## config.mk

```make
export PLATFORM = sky130hd
export DESIGN_NAME = apjb_ctrl
export DESIGN_NICKNAME = d
export VERILOG_FILES = /design/src/hdl/apjb_pkg.sv /design/src/hdl/apjb_ctrl.sv
export SDC_FILE = /design/constraint.sdc
export NUM_CORES = 1
export LEC_CHECK = 0
export BUFFER_PORTS_ARGS = -buffer_cell sky130_fd_sc_hd__buf_4
export CAP_MARGIN = 10
export CORE_AREA = 2 2 39 41
export DETAILED_ROUTE_END_ITERATION = 8
export DIE_AREA = 0 0 41 43
export GPL_TIMING_DRIVEN = 0
export PLACE_DENSITY = 0.71
export SLEW_MARGIN = 0
export SYNTH_ARGS = -nofsm -noshare
export SYNTH_HDL_FRONTEND = slang
export SYNTH_SLANG_ARGS = --single-unit
```

## constraint.sdc

```tcl
create_clock -name clk -period 4.2 [get_ports clk]
set_input_delay 1.05 -clock clk [delete_from_list [all_inputs] [get_ports clk]]
set_output_delay 1.05 -clock clk [all_outputs]
set_load 0.05 [all_outputs]
```

## src/hdl/apjb_pkg.sv

```systemverilog
// Shared types and constants of the audio playout jitter buffer.
package apjb_pkg;

  localparam int unsigned BUF_BYTES = 32768;
  localparam int unsigned AW        = 15;
  localparam int unsigned CNT_W     = 16;

  localparam logic [1:0] MODE_HDR  = 2'd0;
  localparam logic [1:0] MODE_DATA = 2'd1;
  localparam logic [1:0] MODE_READ = 2'd2;
  localparam logic [1:0] MODE_PER  = 2'd3;

  localparam logic [2:0] V_OK     = 3'd0;
  localparam logic [2:0] V_LATE   = 3'd1;
  localparam logic [2:0] V_AHEAD  = 3'd2;
  localparam logic [2:0] V_BEHIND = 3'd3;
  localparam logic [2:0] V_NONE   = 3'd4;

  localparam logic [2:0] REG_LATENCY = 3'd0;
  localparam logic [2:0] REG_TARGET  = 3'd1;
  localparam logic [2:0] REG_DRIFT   = 3'd2;
  localparam logic [2:0] REG_BLEND   = 3'd3;
  localparam logic [2:0] REG_BEEP    = 3'd4;
  localparam logic [2:0] REG_PERIOD  = 3'd5;

  localparam logic [3:0] OP_NOP    = 4'd0;
  localparam logic [3:0] OP_CLR    = 4'd1;
  localparam logic [3:0] OP_LATCH  = 4'd2;
  localparam logic [3:0] OP_DATA   = 4'd3;
  localparam logic [3:0] OP_RD     = 4'd4;
  localparam logic [3:0] OP_HCHK   = 4'd5;
  localparam logic [3:0] OP_HDEC   = 4'd6;
  localparam logic [3:0] OP_HAVG   = 4'd7;
  localparam logic [3:0] OP_REF    = 4'd8;
  localparam logic [3:0] OP_FILL   = 4'd9;
  localparam logic [3:0] OP_DRIFT  = 4'd10;
  localparam logic [3:0] OP_DRIFT2 = 4'd11;
  localparam logic [3:0] OP_PCALC  = 4'd12;
  localparam logic [3:0] OP_PEND   = 4'd13;
  localparam logic [3:0] OP_OUT    = 4'd14;

  typedef struct packed {
    logic [1:0]  mode;
    logic [63:0] packet_position;
    logic [63:0] send_time;
    logic [63:0] arrival_time;
    logic [13:0] data_length;
    logic [7:0]  data_byte;
    logic [14:0] read_offset;
  } in_word_t;

  typedef struct packed {
    logic [7:0]         sample_byte;
    logic [2:0]         verdict;
    logic signed [15:0] correction;
    logic [13:0]        advanced_bytes;
  } out_word_t;

  typedef struct packed {
    logic [33:0] latency_ns;
    logic [14:0] target_position;
    logic [14:0] max_drift;
    logic [15:0] blend_q16;
    logic        beep_enable;
    logic [13:0] period_bytes;
  } cfg_t;

  typedef struct packed {
    logic [3:0] op;
  } ctrl_cmd_t;

  typedef struct packed {
    logic [1:0] mode;
    logic [2:0] verdict;
    logic       drift;
    logic       fill_done;
    logic       clr_done;
  } dp_stat_t;

endpackage

```

## src/hdl/apjb_ctrl.sv

```systemverilog
// Sequencing state machine of the audio playout jitter buffer.
module apjb_ctrl (
  input  logic                 clk,
  input  logic                 rst_n,
  input  logic                 in_valid,
  output logic                 in_ready,
  output logic                 out_valid,
  input  logic                 out_ready,
  output apjb_pkg::ctrl_cmd_t  cmd,
  input  apjb_pkg::dp_stat_t   stat
);

  localparam logic [3:0] S_CLEAR  = 4'd0;
  localparam logic [3:0] S_IDLE   = 4'd1;
  localparam logic [3:0] S_DISP   = 4'd2;
  localparam logic [3:0] S_DATA   = 4'd3;
  localparam logic [3:0] S_RD     = 4'd4;
  localparam logic [3:0] S_HCHK   = 4'd5;
  localparam logic [3:0] S_HDEC   = 4'd6;
  localparam logic [3:0] S_HAVG   = 4'd7;
  localparam logic [3:0] S_REF    = 4'd8;
  localparam logic [3:0] S_FILL   = 4'd9;
  localparam logic [3:0] S_PEND   = 4'd10;
  localparam logic [3:0] S_PCALC  = 4'd11;
  localparam logic [3:0] S_DRIFT  = 4'd12;
  localparam logic [3:0] S_DRIFT2 = 4'd13;
  localparam logic [3:0] S_OUT    = 4'd14;

  logic [3:0] state_r, state_nxt;
  logic       out_valid_r, out_valid_nxt;

  assign in_ready  = (state_r == S_IDLE);
  assign out_valid = out_valid_r;

  always_comb begin
    state_nxt     = state_r;
    out_valid_nxt = out_valid_r && !out_ready;
    cmd.op        = apjb_pkg::OP_NOP;
    unique case (state_r)
      S_CLEAR: begin
        cmd.op = apjb_pkg::OP_CLR;
        if (stat.clr_done) state_nxt = S_IDLE;
      end
      S_IDLE: begin
        if (in_valid) begin
          cmd.op    = apjb_pkg::OP_LATCH;
          state_nxt = S_DISP;
        end
      end
      S_DISP: begin
        unique case (stat.mode)
          apjb_pkg::MODE_HDR:  state_nxt = S_HCHK;
          apjb_pkg::MODE_DATA: state_nxt = S_DATA;
          apjb_pkg::MODE_READ: state_nxt = S_RD;
          default:             state_nxt = S_PCALC;
        endcase
      end
      S_DATA: begin
        cmd.op    = apjb_pkg::OP_DATA;
        state_nxt = S_OUT;
      end
      S_RD: begin
        cmd.op    = apjb_pkg::OP_RD;
        state_nxt = S_OUT;
      end
      S_HCHK: begin
        cmd.op    = apjb_pkg::OP_HCHK;
        state_nxt = S_HDEC;
      end
      S_HDEC: begin
        cmd.op = apjb_pkg::OP_HDEC;
        if (stat.verdict == apjb_pkg::V_LATE) state_nxt = S_DRIFT;
        else if (stat.verdict == apjb_pkg::V_OK) state_nxt = S_HAVG;
        else state_nxt = S_REF;
      end
      S_HAVG: begin
        cmd.op    = apjb_pkg::OP_HAVG;
        state_nxt = S_DRIFT;
      end
      S_REF: begin
        cmd.op    = apjb_pkg::OP_REF;
        state_nxt = S_FILL;
      end
      S_FILL: begin
        cmd.op = apjb_pkg::OP_FILL;
        if (stat.fill_done) begin
          state_nxt = (stat.mode == apjb_pkg::MODE_HDR) ? S_DRIFT : S_PEND;
        end
      end
      S_PEND: begin
        cmd.op    = apjb_pkg::OP_PEND;
        state_nxt = S_OUT;
      end
      S_PCALC: begin
        cmd.op    = apjb_pkg::OP_PCALC;
        state_nxt = S_REF;
      end
      S_DRIFT: begin
        cmd.op    = apjb_pkg::OP_DRIFT;
        state_nxt = stat.drift ? S_DRIFT2 : S_OUT;
      end
      S_DRIFT2: begin
        cmd.op    = apjb_pkg::OP_DRIFT2;
        state_nxt = S_OUT;
      end
      S_OUT: begin
        if (!out_valid_r || out_ready) begin
          cmd.op        = apjb_pkg::OP_OUT;
          out_valid_nxt = 1'b1;
          state_nxt     = S_IDLE;
        end
      end
      default: state_nxt = S_IDLE;
    endcase
  end

  always_ff @(posedge clk) begin
    if (!rst_n) begin
      state_r     <= S_CLEAR;
      out_valid_r <= 1'b0;
    end else begin
      state_r     <= state_nxt;
      out_valid_r <= out_valid_nxt;
    end
  end

endmodule

```

* Word-level counts from Yosys, hierarchy flattened *
Index checks and enable logic that the tools add are counted.
W data, S select, Z words.

operators by class
  multiplexer cells = 15
  reduce and logical (&&, ||, !) cells = 9
  equality and inequality tests = 21

operators with widths
  operator              number
  $pmux W4 S14          1
  $pmux W4 S12          1
  $eq A4 B4 Y1 const B  7
  $mux W4               7
  $eq A4 B3 Y1 const B  4
  $pmux W4 S3           1
  $eq A4 B2 Y1 const B  2
  $ne A2 B2 Y1 const B  4
  $eq A4 B1 Y1 const B  1
  $logic_not A4 Y1      1
  $mux W2               2
  $reduce_and A4 Y1     1
  $reduce_or A4 Y1      1
  $eq A3 B1 Y1 const B  1
  $logic_not A3 Y1      1
  $mux W3               1
  $eq A2 B1 Y1 const B  1
  $eq A2 B2 Y1 const B  1
  $logic_not A1 Y1      2
  $logic_not A2 Y1      1
  $mux W1               2
  $logic_and A1 B1 Y1   1
  $logic_or A1 B1 Y1    1

storage, ports and cells
  logic and storage cells = 47
  input bits = 12
  output and inout bits = 6
  bits in registers = 5

* Depth between registers and ports, before layout *
Gate-level depths: netlist (run 1).

  depth after elaboration = 4
  gate-level depth with buffers = 6
  depth with buffers taken out = 4

* Worst setup path before layout (run 1) *
No wires, ideal clock.

  kind = in2out
  start = input port out_ready
  end = output port cmd[1] (netlist bit)
  slack = 0.587 ns
  arrival time = 2.563 ns
  stages = 3
  required time = 3.150 ns
  path through = nand2b_1 nand2b_1 a311oi_1

RTL lines
  element      line            RTL
  from (decl)  apjb_ctrl.sv:8  input logic out_ready,
  to (decl)    apjb_ctrl.sv:9  output apjb_pkg::ctrl_cmd_t cmd,

==> summary.md, run 1 <==
The post-synthesis instance area was 600.6 um^2; the detailed-route wire length per cell was 12.95 um. The first routing iteration left 20 violations. After detailed routing, the total wire length is 1515 um. The DRC violation count after routing is 0. The logs give 0 for the count of synthesis-stage warnings from yosys and 695 for the via count. The analysis attributes to cell leakage a power of 0.3479 nW. TritonCTS created 3 clock buffers. The logs give 0 for the post-cts resize count and 2 for the buffer levels on the longest clock path. Setup repair after global routing left no endpoint under its margin. 0 antenna diodes ended up in the layout. The kind of end point of the critical path was a primary output. The overall fraction of global-route tracks in use was 0.1911; the last weighted congestion value of the routability-driven placer was 0.7439.

The reg-to-reg startpoint was state_r[0]$_SDFFE_PN0P_. After technology mapping, the gate count stands at 80. Synthesis inferred 5 register bits. The number of setup buffers added after CTS is 0.

Worst setup path category: in -> out. Overall power consumption after layout is estimated at 200.4 uW. For the number of pins exceeding their max-slew limit in the final report, the log shows 0. The final layout contains 114 nets.

In this run the power density over the cells is 258.7 nW/um^2. In this run the most critical hold path is launched from out_valid$_SDFF_PN0_. The count of H-tree levels built during CTS is 1, and the fraction of the cycle the final worst path needs is 0.7132.

In this run the register-to-register setup slack is 2610 ps. The biggest cell delay along the critical path was 300 ps. The floorplan row count was 14. The floorplan step set the die height to 43 um. The final count of hold timing violations came out at 0. The count of cells along the worst hold path works out to 2. The worst setup path is launched from an input port. The clock root buffer master was sky130_fd_sc_hd__clkbuf_4.

Timing would allow up to 333.9 MHz. From left edge to right edge, the die measures 41 um. Highest-delay cell along the critical path: sky130_fd_sc_hd__a211o_1.

Hold repair after CTS inserted 0 buffers. For the starting density of the core, the log shows 0.4340. The run gives 145 as the filler cell count. When the netlist entered floorplanning its net count stood at 92. The die area was 1763 um^2; the share of the yosys chip area belonging to registers was 0.1667.

Adding up every negative setup slack in the final design gives 0 ps. Walking the worst path, the cells encountered are buf_4, nand2b_1, nand2b_1, a211o_1, nand2_1, buf_4. Setup violations remaining at the end of the flow were counted as 0. Summed over all nets, the half-perimeter wirelength after detailed placement is 1146 um. Port buffering added 17 buffers. The via density per instance works out to 5.940. The clock reaches the later pin of the worst-skew pair after 240 ps. In this run the standard cell core region covers 1384 um^2. The post-CTS clock slew at the launch and capture registers of the worst setup and hold paths was 40 ps. For the worst supply voltage drop on vdd, the log shows 0.1772 mV. The required time of the critical path was 3150 ps. The via count of the first global-routing pass was 600; the post-route minimum period was 2995 ps. The count of nets left with antenna violations once routing finished came out at 0. The tools report the launch point of the worst path as out_ready.

18 I/O pins were placed. The first detailed-routing pass ran for 4 iterations. Between clock sinks in the finished design, the worst skew comes to 4.132 ps. CTS saw 5 sinks. The tool flagged a number of max-cap violations equal to 0.

Entering global routing, the biggest net connects 11 pins. The worst reg-to-reg path cell count is 5. Mean post-synth cell area: 7.507 um^2. Data on the critical path arrives at its endpoint at 1950 ps.

The tools report the headroom to the max-slew limit as 0.7516. The run finished with clean final reports. The initial antenna violation count is 0, and the fraction of final layout cells sized beyond drive strength 1 is 0.3366.

The worst-margin pin slew is 372.6 ps. Yosys mapped the design onto 37 distinct sky130hd cell types. From synthesis to final layout, the design area changed by 28.96%.

After global routing the overflow that remains totals 0. Path category of the worst min-delay check: reg -> reg. TritonCTS built the clock tree. Along the worst path, the maximum fanout reaches 4.

The first global-routing pass estimated 2394 um of wire.
==> cell usage after synthesis, drive strengths merged <==
master,count,area share
nor3,4,0.033
buf,8,0.085
nor4,2,0.021
and2,1,0.015
inv,3,0.019
o2bb2ai,1,0.015
a32oi,1,0.015
nand2,5,0.031
a311oi,2,0.029
or2,2,0.021
o221ai,1,0.015
nand4b,1,0.015
a211o,1,0.015
a21oi,6,0.050
a21o,1,0.013
a211oi,2,0.033
dfxtp,5,0.17
o41ai,1,0.015
o21a,2,0.025
or3,1,0.010
mux2,1,0.025
nor2b,2,0.021
nor4bb,2,0.033
or3b,2,0.029
o32a,1,0.017
a41o,3,0.050
nand3b,1,0.013
nor3b,2,0.025
a31oi,3,0.031
nand3,1,0.0083
nor2,6,0.037
o22ai,1,0.010
o2111a,1,0.019
nand2b,4,0.042
==> kinds of logic (layout without fill, tap and decap cells) <==
group / count (synthesis) / after routing / share of synthesized area
DFF: 5 / 5 / 0.1667
AOI/OAI and AO/OA: 27 / 27 / 0.3500
muxes: 1 / 1 / 0.02499
buffers and inverters: 11 / 32 / 0.1042
and+or+nand+nor: 36 / 36 / 0.3542
==> cell usage in the layout, fill, tap and decap left out, drive strengths merged <==
| cell type | Yosys | final |
|---|---|---|
| a211oi | 2 | 2 |
| dfxtp | 5 | 5 |
| nor2b | 2 | 2 |
| and2 | 1 | 1 |
| o221ai | 1 | 1 |
| o41ai | 1 | 1 |
| nor4bb | 2 | 2 |
| inv | 3 | 3 |
| or2 | 2 | 2 |
| a311oi | 2 | 2 |
| a211o | 1 | 1 |
| nand4b | 1 | 1 |
| o2bb2ai | 1 | 1 |
| nor3 | 4 | 4 |
| o32a | 1 | 1 |
| a31oi | 3 | 3 |
| nor4 | 2 | 2 |
| o2111a | 1 | 1 |
| o21a | 2 | 2 |
| nand2b | 4 | 4 |
| nand3 | 1 | 1 |
| o22ai | 1 | 1 |
| or3 | 1 | 1 |
| a32oi | 1 | 1 |
| a41o | 3 | 3 |
| buf | 8 | 25 |
| nand3b | 1 | 1 |
| nor2 | 6 | 6 |
| nor3b | 2 | 2 |
| clkbuf | 0 | 4 |
| nand2 | 5 | 5 |
| mux2 | 1 | 1 |
| or3b | 2 | 2 |
| a21o | 1 | 1 |
| a21oi | 6 | 6 |
==> critical path: cells and delay by family <==
family,cells,cell delay [ps]
AO/OA/AOI/OAI,1,300
buffers and inverters,2,260
AND/OR/NAND/NOR,3,340
==> layout make-up <==
cell class              instances  area, um^2  share of cell area
repair buffers                 17       127.6              0.1648
clock buffers                   4       26.28             0.03393
well taps                      16       20.02             0.02585
plain buffers                   8       51.30             0.06624
multi-input cells              64       437.9              0.5654
inverters                       3       11.26             0.01454
flip-flops and latches          5       100.1              0.1292
==> flip-flops by register name, summed over array words and instances, names as in the netlist <==
name	flops
out_valid	1
state_r	4
==> metrics by stage <==
| step | cell area (um^2) | utilization | hold slack, ps | setup WS, ps | std cells |
|---|---|---|---|---|---|
| floorplan | 600.6 | - | 662.6 | 586.8 | 80 |
| finish | 774.5 | 0.5597 | 584.8 | 1205 | 117 |
| CTS | 774.5 | 0.5597 | 587.1 | 1208 | 117 |
| detailed placement | 748.2 | 0.5407 | 578.8 | 1208 | 113 |
| global placement | 748.2 | 0.5407 | 556.6 | 1220 | 113 |
| global route | 774.5 | 0.5597 | 606.0 | 1141 | 117 |
==> path summary, 6_finish.rpt <==
path	endpoint
hold reg to reg	out_valid$_SDFF_PN0_
setup / recovery	cmd[2]
setup reg to reg	state_r[3]$_SDFFE_PN0P_
hold / removal	out_valid$_SDFF_PN0_
==> per-layer routing <==
layer	vias up	track usage	wire [um]
li1	354	-	-
met1	319	0.2395	688
met2	22	0.3250	745
met3	0	0	81
met4	0	0.08000	0
met5	-	0	0
==> power by group <==
group,total [mW],switching [mW],internal (mW)
logic,0.0954,0.0539,0.0416
clock network,0.0542,0.0183,0.0358
registers,0.0508,0.000875,0.0499
total,0.200,0.0731,0.127
(Power assumes the default switching activity.)
==> run 2, diff against run 1 <==
==> constraint.sdc (replaced) <==
create_clock -name clk -period 2.8 [get_ports clk]
set_input_delay 0.7 -clock clk [delete_from_list [all_inputs] [get_ports clk]]
set_output_delay 0.7 -clock clk [all_outputs]
set_load 0.05 [all_outputs]
==> summary.md, run 2 (synthesis results as in run 1) <==
The flow ran to the end, and the final reports show no timing, DRC or antenna violations. In this run the critical register-to-register path is launched from state_r[0]$_SDFFE_PN0P_. The tools report the detailed-routing iteration count for the pre-antenna-repair pass as 4 (unchanged). The width of the chip is 41 um (unchanged), and the y dimension of the die is 43 um (unchanged).

TritonCTS built the clock tree. The switching portion of total power works out to 0.3643 (-0.0005354). More flip-flops sit in one register than any other, and that register is state_r.

Post-DP HPWL: 1157 um (+0.90%). The global-route wire length before repair is 2525 um (+5.5%), and the internal power is 192.8 uW (+51%). Walking the worst path, the cells encountered are buf_2, buf_2, o21a_1, nor2_1, a311oi_2, buf_4. The count of max-cap constraint violations was 0 (unchanged); the number of buffers inserted during clock tree synthesis was 3 (unchanged).

For the worst clock skew, the log shows 1.578 ps (-2.554 ps). For the finished layout, the period the worst path requires is 2435 ps. The fraction of final layout cells sized beyond drive strength 1 is 0.3564 (+0.01980), and the count of antenna diodes in the layout is 0 (unchanged). Based on the critical path, the design can be clocked at up to 410.7 MHz. The count of H-tree levels built during CTS was 1 (unchanged); the required time of the critical path was 2100 ps (-1050 ps). The tools report the number of setup violations in the final report as 0 (unchanged). The run gives 0.2068 (+0.01568) as the overall fraction of global-route tracks in use. The run gives 0 (unchanged) as the final antenna-violating net count. The biggest cell delay along the critical path was 350 ps (+50 ps).

For the starting density of the core, the log shows 0.4340 (unchanged). The top-level I/O count is 18 (unchanged), and the via count is 693 (-0.29%). The path category of the worst min-delay check was reg -> reg. The flip-flop count of the largest register, all copies and words added is 4 (unchanged). The core footprint is 1384 um^2 (unchanged). The count of input and output buffers is 17 (unchanged), and the DRC violation count after routing is 0 (unchanged).

The final design utilization is 0.5687 (+0.009041), and the power density of the placed cells is 385.3 nW/um^2 (+49%). The number of pins exceeding their max-slew limit in the final report was 0 (unchanged). The cell area after layout is 787.0 um^2 (+1.6%). Dominant cell type by count on the critical path: sky130_fd_sc_hd__buf_2. The tools report the reg-to-reg endpoint as state_r[1]$_SDFFE_PN0P_. The worst supply voltage drop on vdd was 0.2504 mV (+41%); the detailed-route wire length per cell was 12.97 um (+0.13%). The post-CTS clock slew at the launch and capture registers of the worst setup and hold paths came out at 40 ps (about the same). The setup path with the least slack is of type reg -> out. The largest fanout on the critical path was 10 (+6). The most critical setup path has its endpoint at cmd[0]. The headroom to the max-slew limit was 0.7050 (-0.04663). The final-layout setup total negative slack is 0 ps (unchanged), and the via count of the first global-routing pass is 606 (+1.0%). The relative contribution of the clock network to total power is 0.262 (-0.008), and the number of hold-repair buffers added at the cts stage is 0 (unchanged).

The fraction of the cycle the final worst path needs was 0.8697. The setup slack of the most critical reg-to-reg path was 1230 ps (-1380 ps). STA classifies the critical path startpoint as a flop. The die area was 1763 um^2 (unchanged); the sequential fraction of design power was 0.251 (-0.002). The number of sinks driven by the clock tree is 5 (unchanged), and the post-cts resize count is 0 (unchanged).

The worst reg-to-reg path cell count was 5 (unchanged). The maximum number of pins on one net before global-route repair came out at 11 (unchanged). The run gives 14 (unchanged) as the floorplan row count. Kind of end point of the critical path: a primary output. For the final-stage net count, the log shows 114 (unchanged). For the last weighted congestion value of the routability-driven placer, the log shows 0.7700 (+3.5%). The run gives 110.5 uW (+51%) as the reported net switching power. The slowest stage of the critical path belongs to the cell sky130_fd_sc_hd__dfxtp_1. The final count of hold timing violations was 0 (unchanged). The logs give 26 (+30%) for the starting DRC count in detailed routing and 2 (unchanged) for the buffer levels on the longest clock path. The power consumption is 303.3 uW (+51%).

The total global routing overflow came out at 0 (unchanged). Setup repair after global routing left no endpoint under its margin. The via density per instance works out to 5.923 (-0.29%).

The filler cell count is 134 (-7.6%). The library cells used most frequently in the layout, excluding fill and tap cells, are sky130_fd_sc_hd__buf_4 (17), sky130_fd_sc_hd__nor2_1 (6), sky130_fd_sc_hd__a21oi_1 (6). Total setup buffers inserted after CTS: 0 (unchanged). The initial antenna violation count is 0 (unchanged), and the placement-stage cell area is 760.7 um^2 (+1.7%). Relative to the synthesized area, the layout overhead comes to 31.04%. Tracing the worst setup path back leads to its startpoint at state_r[2]$_SDFFE_PN0P_.

The worst-margin pin slew was 442.6 ps (+69.94 ps). The total wirelength of the detailed-routed design is 1517 um (+0.13%). The library cell used most frequently in the layout, excluding fill and tap cells, is sky130_fd_sc_hd__buf_4. The run gives 0.488 (+0.012) as the proportion of power drawn by combinational gates. For the static leakage power, the log shows 0.3502 nW (+0.65%). Clock root buffer master: sky130_fd_sc_hd__clkbuf_4. The insertion delay to the later sink of the worst-skew pair was 230 ps (about the same); the critical path data arrival time was 1740 ps (-210 ps).
[run 2: changes by cell type in the layout (fill, tap and decap cells not counted)]
cell / before / now
sky130_fd_sc_hd__a311oi_1: 2 / 0
sky130_fd_sc_hd__a311oi_2: 0 / 2
[run 2: per-layer routing]
metal  vias to the layer above  GRT usage  wire (um)
li1                        354          -          -
met1                       322     0.2701        699
met2                        15     0.3156        757
met3                         2    0.03141         50
met4                         0     0.1000         10
met5                         -          0          0
[run 2: worst min path at each step]
stage,slack (ps),to,start,cells after the start
final,590,out_valid$_SDFF_PN0_,out_valid$_SDFF_PN0_,2
after global routing,620,out_valid$_SDFF_PN0_,out_valid$_SDFF_PN0_,2
after CTS,600,out_valid$_SDFF_PN0_,out_valid$_SDFF_PN0_,2
after detailed placement,590,out_valid$_SDFF_PN0_,out_valid$_SDFF_PN0_,2
after global placement,580,out_valid$_SDFF_PN0_,out_valid$_SDFF_PN0_,2
after floorplan,660,out_valid$_SDFF_PN0_,state_r[3]$_SDFFE_PN0P_,3
[run 2: worst max-delay path, delay by kind of cell, from the launching register on]
kind            cells  cell delay (ps)
buf+inv             3              700
compound gates      2              400
simple gates        1               40
flops               1              350
[run 2: area by class of cell]
cell class                      instances  area, um^2  share of cell area
Inverter                                3       11.26             0.01431
Clock buffer                            4       26.28             0.03339
Buffer                                  8       51.30             0.06518
Multi-Input combinational cell         64       450.4              0.5723
Sequential cell                         5       100.1              0.1272
Timing Repair Buffer                   17       127.6              0.1622
Tap cell                               16       20.02             0.02544
[run 2: per-stage QoR]
| step | setup WS (ps) | hold slack (ps) | std cells |
|---|---|---|---|
| 2_1_floorplan | 310.5 | 662.6 | 80 |
| 3_3_place_gp | 488.3 | 576.8 | 113 |
| 3_5_place_dp | 467.5 | 585.3 | 113 |
| 4_1_cts | 370.1 | 598.7 | 117 |
| 5_1_grt | 238.1 | 622.2 | 117 |
| 6_report | 364.9 | 594.7 | 117 |
[run 2: power groups by stage]
stage / Sequential (mW) / Clock [mW] / Combinational (mW)
floorplan: 0.0772 / 0 / 0.108
global placement: 0.0773 / 0 / 0.147
detailed placement: 0.0773 / 0 / 0.147
CTS: 0.0761 / 0.0839 / 0.148
global route: 0.0763 / 0.0880 / 0.161
finish: 0.0761 / 0.0793 / 0.148
==> run 3, diff against run 2 <==
--- a/config.mk
+++ b/config.mk
@@ -12,6 +12,7 @@
 export DIE_AREA = 0 0 41 43
 export GPL_TIMING_DRIVEN = 0
 export PLACE_DENSITY = 0.71
+export RECOVER_POWER = 100
 export SLEW_MARGIN = 0
 export SYNTH_ARGS = -nofsm -noshare
 export SYNTH_HDL_FRONTEND = slang
==> summary.md, run 3 (synthesis results as in run 1) <==
The run finished with clean final reports. TritonCTS built the clock tree. The floorplan row count came out at 14 (unchanged). The logs give 0.4340 (unchanged) for the starting density of the core and 278.4 ps (-86.49 ps) for the worst setup margin.

The run gives 396.6 MHz (-3.4%) as the fmax. The worst-margin pin slew is 586.9 ps (+144.3 ps), and the worst slack at placement is 467.5 ps (unchanged). The y dimension of the die works out to 43 um (unchanged). The tools report the static leakage power as 0.3339 nW (-4.6%). Final-stage net count: 114 (unchanged). The run gives 0 (unchanged) as the number of pins exceeding their max-slew limit in the final report. The global-route wire length before repair is 2525 um (unchanged). The post-route minimum period came out at 2522 ps (+86.49 ps). For the initial antenna violation count, the log shows 0 (unchanged).

The kind of end point of the critical path was a primary output. The via density per instance is 5.889 (-0.58%), and the final antenna-violating net count is 0 (unchanged). The insertion delay to the later sink of the worst-skew pair is 240 ps (about the same). The count of cells along the worst hold path came out at 2 (unchanged).

The number of hold-repair buffers added at the cts stage was 0 (unchanged); the filler cell count was 141 (+5.2%). The fraction of the cycle the final worst path needs was 0.9006 (+0.03089). Worst setup path category: reg -> out. The flip-flop count of the largest register, all copies and words added is 4 (unchanged).

The worst register-to-register path begins at state_r[0]$_SDFFE_PN0P_. For the number of buffers inserted during clock tree synthesis, the log shows 3 (unchanged). The buffer levels on the longest clock path was 2 (unchanged). The width of the chip is 41 um (unchanged), and the number of setup violations in the final report is 0 (unchanged). The run gives 11 (unchanged) as the maximum number of pins on one net before global-route repair. The worst reg-to-reg path cell count is 5 (unchanged).

The worst setup path is launched from a flop. The total wirelength of the detailed-routed design was 1508 um (-0.59%). Cell area after layout: 768.2 um^2 (-2.4%). The worst clock skew is 1.942 ps (+0.3636 ps).

The required time of the critical path came out at 2100 ps (about the same). The number of sinks driven by the clock tree is 5 (unchanged), and the detailed-route wire length per cell is 12.89 um (-0.59%). The launch point of the worst path was state_r[2]$_SDFFE_PN0P_. The headroom to the max-slew limit was 0.6104 (-0.09455). The final-layout setup total negative slack is 0 ps (unchanged). Count of antenna diodes in the layout: 0 (unchanged).

In the layout the commonest cells are sky130_fd_sc_hd__buf_4 (12), sky130_fd_sc_hd__nor2_1 (6), sky130_fd_sc_hd__a21oi_1 (6). The run gives 0 (unchanged) as the post-cts resize count. The most common library cell in the layout ignoring fill and taps is sky130_fd_sc_hd__buf_4. Count of H-tree levels built during CTS: 1 (unchanged). Setup repair after global routing left no endpoint under its margin. The fraction of final layout cells sized beyond drive strength 1 is 0.3168 (-0.03960), and the DRC violation count after routing is 0 (unchanged).

Capturing instance or port of the critical path: cmd[0]. The run gives 0.2068 (unchanged) as the overall fraction of global-route tracks in use. The run gives 0.2427 mV (-3.1%) as the worst supply voltage drop on vdd. The top-level I/O count is 18 (unchanged), and the critical path data arrival time is 1820 ps (+80 ps). The min-delay analysis places its worst path in the category reg -> reg. Total global routing overflow: 0 (unchanged). The tools report the detailed-routing iteration count for the pre-antenna-repair pass as 4 (unchanged). For the post-DP HPWL, the log shows 1157 um (unchanged). The tools report the core footprint as 1384 um^2 (unchanged). The post-CTS clock slew at the launch and capture registers of the worst setup and hold paths was 40 ps (about the same). The final count of hold timing violations was 0 (unchanged). The largest fanout on the critical path was 10 (unchanged); the setup slack of the most critical reg-to-reg path was 1130 ps (-100 ps). For the starting DRC count in detailed routing, the log shows 18 (-31%). The power density of the placed cells is 383.3 nW/um^2 (-0.54%). Placement-stage cell area: 760.7 um^2 (unchanged). Register name with the most flops: state_r. Clock root buffer master: sky130_fd_sc_hd__clkbuf_4. The count of input and output buffers came out at 17 (unchanged).

The synthesis-to-layout area growth came out at 27.92%. The run gives 1763 um^2 (unchanged) as the die area. The via count was 689 (-0.58%). In this run the critical register-to-register path is captured at state_r[1]$_SDFFE_PN0P_.

The count of max-cap constraint violations was 0 (unchanged); the via count of the first global-routing pass was 606 (unchanged). The last weighted congestion value of the routability-driven placer was 0.7700 (unchanged). Total setup buffers inserted after CTS: 0 (unchanged).
-- run 3: changes by cell type in the layout (fill, tap and decap cells not counted), sizes merged --
cell	previous run	this run
buf	25	19
clkbuf	4	10
-- run 3: how the worst min path moves through the flow --
stage | to | start | slack, ps
after CTS | out_valid$_SDFF_PN0_ | out_valid$_SDFF_PN0_ | 600
after global routing | out_valid$_SDFF_PN0_ | out_valid$_SDFF_PN0_ | 620
after global placement | out_valid$_SDFF_PN0_ | out_valid$_SDFF_PN0_ | 580
after floorplan | out_valid$_SDFF_PN0_ | state_r[3]$_SDFFE_PN0P_ | 660
final | out_valid$_SDFF_PN0_ | out_valid$_SDFF_PN0_ | 590
after detailed placement | out_valid$_SDFF_PN0_ | out_valid$_SDFF_PN0_ | 590
-- run 3: worst max-delay path, cell delays in order (launching register included) --
cell	delay (ps)
sky130_fd_sc_hd__dfxtp_1	360
sky130_fd_sc_hd__buf_2	220
sky130_fd_sc_hd__buf_2	240
sky130_fd_sc_hd__o21a_1	150
sky130_fd_sc_hd__nor2_1	40
sky130_fd_sc_hd__a311oi_2	260
sky130_fd_sc_hd__clkbuf_2	310
-- run 3: power breakdown --
part | switching, mW | leakage [nW] | internal [mW] | total (mW)
logic | 0.0829 | 0.278 | 0.0556 | 0.138
clock network | 0.0262 | 0.0150 | 0.0537 | 0.0799
registers | 0.00124 | 0.0406 | 0.0749 | 0.0761
-- run 3: metal layers --
layer,up-vias,GRT usage,wire (um),part of all wire
met1,319,0.2701,678,0.45
met5,-,0,0,0
met4,0,0.1000,10,0.0066
li1,353,-,-,-
met2,15,0.3156,767,0.51
met3,2,0.03141,52,0.034
-- run 3: area by class of cell --
cell class,instances,area [um^2],area share
Timing Repair Buffer,17,115.1,0.1498
Tap cell,16,20.02,0.02606
Sequential cell,5,100.1,0.1303
Inverter,3,11.26,0.01466
Buffer,8,51.30,0.06678
Clock buffer,4,26.28,0.03420
Multi-Input combinational cell,64,444.2,0.5782
-- run 3: through the flow --
stage,hold slack [ps],power [mW],cells,utilization
after floorplan,662.6,0.1847,80,-
after global placement,576.8,0.2238,113,0.5497
after detailed placement,585.3,0.2247,113,0.5497
after CTS,598.7,0.3078,117,0.5687
after global routing,621.3,0.3153,117,0.5552
final,594.2,0.2944,117,0.5552
